**src/hdl/bmf_pkg.sv**
```systemverilog
`default_nettype none
// ----------------------------------------------------------------------------
// bmf_pkg
// Shared constants and types of the box mean filter.
// ----------------------------------------------------------------------------
package bmf_pkg;

   localparam int MAX_WIDTH   = 2048;
   localparam int MAX_WINDOW  = 15;
   localparam int MAX_HEIGHT  = 2048;
   localparam int STORE_DEPTH = MAX_WIDTH * MAX_WINDOW;
   localparam int COL_W       = $clog2(MAX_WIDTH);
   localparam int SLOT_W      = $clog2(MAX_WINDOW);
   localparam int ADDR_W      = SLOT_W + COL_W;
   localparam int DIM_W       = 12;
   localparam int WIN_W       = 4;
   localparam int CNT_W       = $clog2(MAX_WIDTH * MAX_HEIGHT + 1);
   localparam int PIX_W       = 8;
   localparam int SUM_W       = 16;
   localparam int KK_W        = 8;
   localparam int PADDR_W     = 4;
   localparam int PDATA_W     = 32;
   localparam logic [WIN_W-1:0] KMAX = WIN_W'((MAX_WINDOW - 1) | 1);

   typedef enum logic [1:0] {
      REG_FRAME_WIDTH  = 2'd0,
      REG_FRAME_HEIGHT = 2'd1,
      REG_WINDOW_SIZE  = 2'd2
   } reg_index_type;

endpackage
`default_nettype wire

```
**src/hdl/bmf_div.sv**
```systemverilog
`default_nettype none
// ----------------------------------------------------------------------------
// bmf_div
// Restoring divider, one quotient bit per cycle: window sum by window area.
// ----------------------------------------------------------------------------
module bmf_div (
   input  wire logic                      clock,
   input  wire logic                      reset,
   input  wire logic                      start,
   input  wire logic [bmf_pkg::SUM_W-1:0] dividend,
   input  wire logic [bmf_pkg::KK_W-1:0]  divisor,
   output logic                           done,
   output logic [bmf_pkg::PIX_W-1:0]      quotient
);
   import bmf_pkg::*;

   localparam int STEP_W = $clog2(SUM_W);

   logic              busy_ff;
   logic              done_ff;
   logic [STEP_W-1:0] step_ff;
   logic [KK_W-1:0]   rem_ff;
   logic [SUM_W-1:0]  num_ff;
   logic [KK_W:0]     trial;
   logic [KK_W:0]     diff;
   logic              q_bit;

   always_comb begin
      trial = {rem_ff, num_ff[SUM_W-1]};
      diff  = trial - {1'b0, divisor};
      q_bit = (trial >= {1'b0, divisor});
   end

   always_ff @(posedge clock) begin
      if (reset) begin
         busy_ff <= 1'b0;
         done_ff <= 1'b0;
         step_ff <= '0;
      end else begin
         done_ff <= 1'b0;
         if (start) begin
            busy_ff <= 1'b1;
            step_ff <= '0;
            rem_ff  <= '0;
            num_ff  <= dividend;
         end else if (busy_ff) begin
            // remainder stays below the divisor, so its low bits suffice
            rem_ff  <= q_bit ? diff[KK_W-1:0] : trial[KK_W-1:0];
            num_ff  <= {num_ff[SUM_W-2:0], q_bit};
            step_ff <= step_ff + 1'b1;
            if (step_ff == STEP_W'(SUM_W - 1)) begin
               busy_ff <= 1'b0;
               done_ff <= 1'b1;
            end
         end
      end
   end

   assign done     = done_ff;
   assign quotient = num_ff[PIX_W-1:0];
endmodule
`default_nettype wire

```
**config.mk**
```make
export PLATFORM = sky130hd
export DESIGN_NAME = bmf_div
export DESIGN_NICKNAME = d
export VERILOG_FILES = /design/src/hdl/bmf_pkg.sv /design/src/hdl/bmf_div.sv
export SDC_FILE = /design/constraint.sdc
export NUM_CORES = 1
export LEC_CHECK = 0
export BUFFER_PORTS_ARGS = -buffer_cell sky130_fd_sc_hd__buf_4
export CAP_MARGIN = 20
export CORE_MARGIN = 2
export CORE_UTILIZATION = 59
export DETAILED_ROUTE_END_ITERATION = 8
export PLACE_DENSITY = 0.89
export SLEW_MARGIN = 20
export SYNTH_ARGS = -nofsm -noshare
export SYNTH_HDL_FRONTEND = slang
export SYNTH_SLANG_ARGS = --single-unit
```
**constraint.sdc**
```tcl
create_clock -name clock -period 4.1 [get_ports clock]
set_clock_uncertainty 0.1 [all_clocks]
set_input_delay 0.82 -clock clock [delete_from_list [all_inputs] [get_ports clock]]
set_output_delay 0.82 -clock clock [all_outputs]
set_load 0.02 [all_outputs]
```
==> results.cfg <==
[status]
outcome = complete, no violations

[setup_path]
slowest_stage = o31ai_4
r2r_slack_ns = 1.88
timing.rr.end = num_ff[0]$_DFFE_PP_
r2r-start = rem_ff[0]$_SDFFCE_PP0P_
ff2ff_path_depth = 6
crit_type = in2reg
required_ns = 4.08
critPathMaxFanout = 6
cp.arrival_ns = 2.39
endpoint = num_ff[0]$_DFFE_PP_
path_cells = buf_4 > inv_1 > ha_1 > nor2b_1 > o31ai_4 > a31o_4 > nand2_1 > mux2_2
end_kind = register
cp-startpoint = divisor[1]
cpPeakStageDelay_ns = 0.35
cp-start-kind = primary input

[global_route]
grt-busiest-layer = met2
grtUsageMet3_pct = 5.63
use_met1_pct = 25.4
grt_antenna_before_repair = 0
overflow = 0
use_met2_pct = 38.5
grt_usage_pct = 21.8
grt_first_pass_wirelength_mm = 5.74
grt_pass1_vias = 1326
grt_max_degree = 28

[clock_tree]
cts_root_buf = clkbuf_4
numClockSinks = 30
cts_inserted_buffers = 5
hold_buffers = 0
htree_levels = 2
clock_latency_ns = 0.33
cts_buffer_depth = 2
clk_pin_slew_ns = 0.09
cts_tree = done
ctsResizeCount = 0
post_cts_buffers = 0

[power_and_ir_drop]
swShare_pct = 29.3
p_switching_mw = 0.211
ir_drop_v = 0.000245
leakagePower_nw = 0.835
pwr-share-clk_pct = 22.8
power_frac_comb_pct = 26.3
power.total_mw = 0.721
p_int_mw = 0.510
p_per_area_mw_per_mm2 = 341
power_frac_seq_pct = 50.9

[floorplanning]
fp.dieW_um = 59.8
num_rows = 20
core-area_mm2 = 0.00300
dieArea_mm2 = 0.00357
initial_core_util_pct = 61.1
io_pins = 36
die_h_um = 59.8

[placement]
place.gp.congestion = 0.859
io_buffers = 35
dp_hpwl_mm = 2.58
dp.cells = 214

[detailed_routing]
drc = 0
viasPerCell = 5.88
post_drt_wl_per_cell_um = 15.3
num_vias = 1306
finalWirelength_mm = 3.40
drt_iter0_drc = 43
dr.pass1.iters = 4
drtAntennaViolNets = 0

[yosys]
synth_ff_type = edfxtp_1
synth_edf_count = 24
ys_types = 48
syn_area_mm2 = 0.00184
syn_inst = 156
synth-warning-count = 0
synthTopCellsByCount = 24 x edfxtp_1, 16 x mux2_2, 10 x inv_1
synth.area.top_cells = edfxtp_1 39%, mux2_2 9.8%, dfxtp_1 6.5%, ha_1 6.1%, buf_4 3.3%
avgSynthCellArea_um2 = 11.8
async_flop_share_pct = 0
synth_most_common_cell = edfxtp_1
synth_seq_cells = 30
syn_nets = 193
yosysTopAreaCell = edfxtp_1
synth_top_area_share_pct = 39.3
ys_seq_area_share_pct = 45.8

[sta]
setup-violations-final = 0
timing.final.crit_share_pct = 58.6
finalSetupTns_ns = 0
grt_setup_unrepaired = no
hold_viol_final = 0
slew_headroom_pct = 60.5
fmax_mhz = 416
fin_crit_ns = 2.40
slew_viol_final = 0
worst_pin_slew_ns = 0.593

[hold_path]
hp-class = reg2reg
min_path_cells = 2

[layout]
fill_cells = 216
fin_nets = 225
fin_cells = 222
n_antenna_cell = 0
drive_above_1_share_pct = 38.1
syn2layout_area_growth_pct = 15.1

[run]
maxCapViolCount = 0
==> final cells by class <==
class	count	area, um2	share of cell area [%]
clock buffer	5	37.5	1.78
clock inverter	3	16.3	0.770
inverter	10	37.5	1.78
multi-input combinational	105	870	41.1
sequential	30	841	39.8
tap	33	41.3	1.95
timing repair buffer	36	270	12.8
==> worst max-delay path, delay by kind of cell <==
kind / cells / cell delay (ns)
muxes: 1 / 0.28
buffers and inverters: 2 / 0.14
adders and majority gates: 1 / 0.28
AOI/OAI and AO/OA: 2 / 0.60
and+or+nand+nor: 2 / 0.27
==> per-layer routing <==
| layer | part of all wire (%) | wire, um |
|---|---|---|
| met5 | 0 | 0 |
| met4 | 1.9 | 65 |
| met3 | 4.6 | 155 |
| met2 | 52 | 1790 |
| met1 | 41 | 1400 |
==> sequential cells by signal, indices dropped and copies added, names as in the netlist <==
| signal | flops |
|---|---|
| busy_ff | 1 |
| num_ff | 16 |
| rem_ff | 8 |
| step_ff | 4 |
| done | 1 |
==> per-stage QoR <==
stage	worst slack, ns	hold WS (ns)	utilization (%)	cell area [um2]
CTS	1.71	0.404	70.4	2110
finish	1.70	0.399	70.4	2110
floorplan	1.54	0.350	-	1840
global placement	1.44	0.378	68.6	2060
global route	1.62	0.442	70.4	2110
detailed placement	1.36	0.382	68.6	2060
==> cells in the final DEF, fill, tap and decap left out, types with 2 or more instances in the layout <==
master / netlist / layout
inv_1: 10 / 10
buf_4: 8 / 36
o211ai_1: 2 / 2
nand2_1: 5 / 5
nor3_1: 5 / 5
a211o_1: 2 / 2
nand3_1: 5 / 5
a211oi_1: 3 / 3
o21a_1: 2 / 2
o21ai_1: 3 / 3
edfxtp_1: 24 / 24
ha_1: 9 / 9
o21ai_0: 3 / 3
clkbuf_4: 0 / 5
a21oi_1: 8 / 8
xor2_1: 2 / 2
xnor2_1: 2 / 2
nor2_1: 9 / 8
nor2b_1: 4 / 4
mux2_2: 16 / 16
dfxtp_1: 6 / 6
==> power groups by stage <==
stage | Sequential [mW] | Clock [mW] | Combinational [mW]
finish | 0.367 | 0.165 | 0.189
global route | 0.369 | 0.183 | 0.208
CTS | 0.367 | 0.168 | 0.188
detailed placement | 0.374 | 0 | 0.186
global placement | 0.373 | 0 | 0.179
floorplan | 0.370 | 0 | 0.144
==> cell families after synthesis <==
family / share of synthesized area [%]
simple gates: 11.2
compound gates: 16.6
flops: 45.8
buf+inv: 6.95
mux: 10.4
fa+ha+maj: 7.23
xor+xnor: 1.91
==> worst min path at each step <==
stage,start,to,slack [ns]
6_report,step_ff[3]$_SDFFE_PP0P_,done$_SDFF_PP0_,0.40
3_5_place_dp,step_ff[3]$_SDFFE_PP0P_,done$_SDFF_PP0_,0.38
5_1_grt,step_ff[3]$_SDFFE_PP0P_,done$_SDFF_PP0_,0.44
3_3_place_gp,step_ff[3]$_SDFFE_PP0P_,done$_SDFF_PP0_,0.38
2_1_floorplan,step_ff[3]$_SDFFE_PP0P_,done$_SDFF_PP0_,0.35
4_1_cts,step_ff[3]$_SDFFE_PP0P_,done$_SDFF_PP0_,0.40
Note: power is estimated with default switching activity, not from simulation.
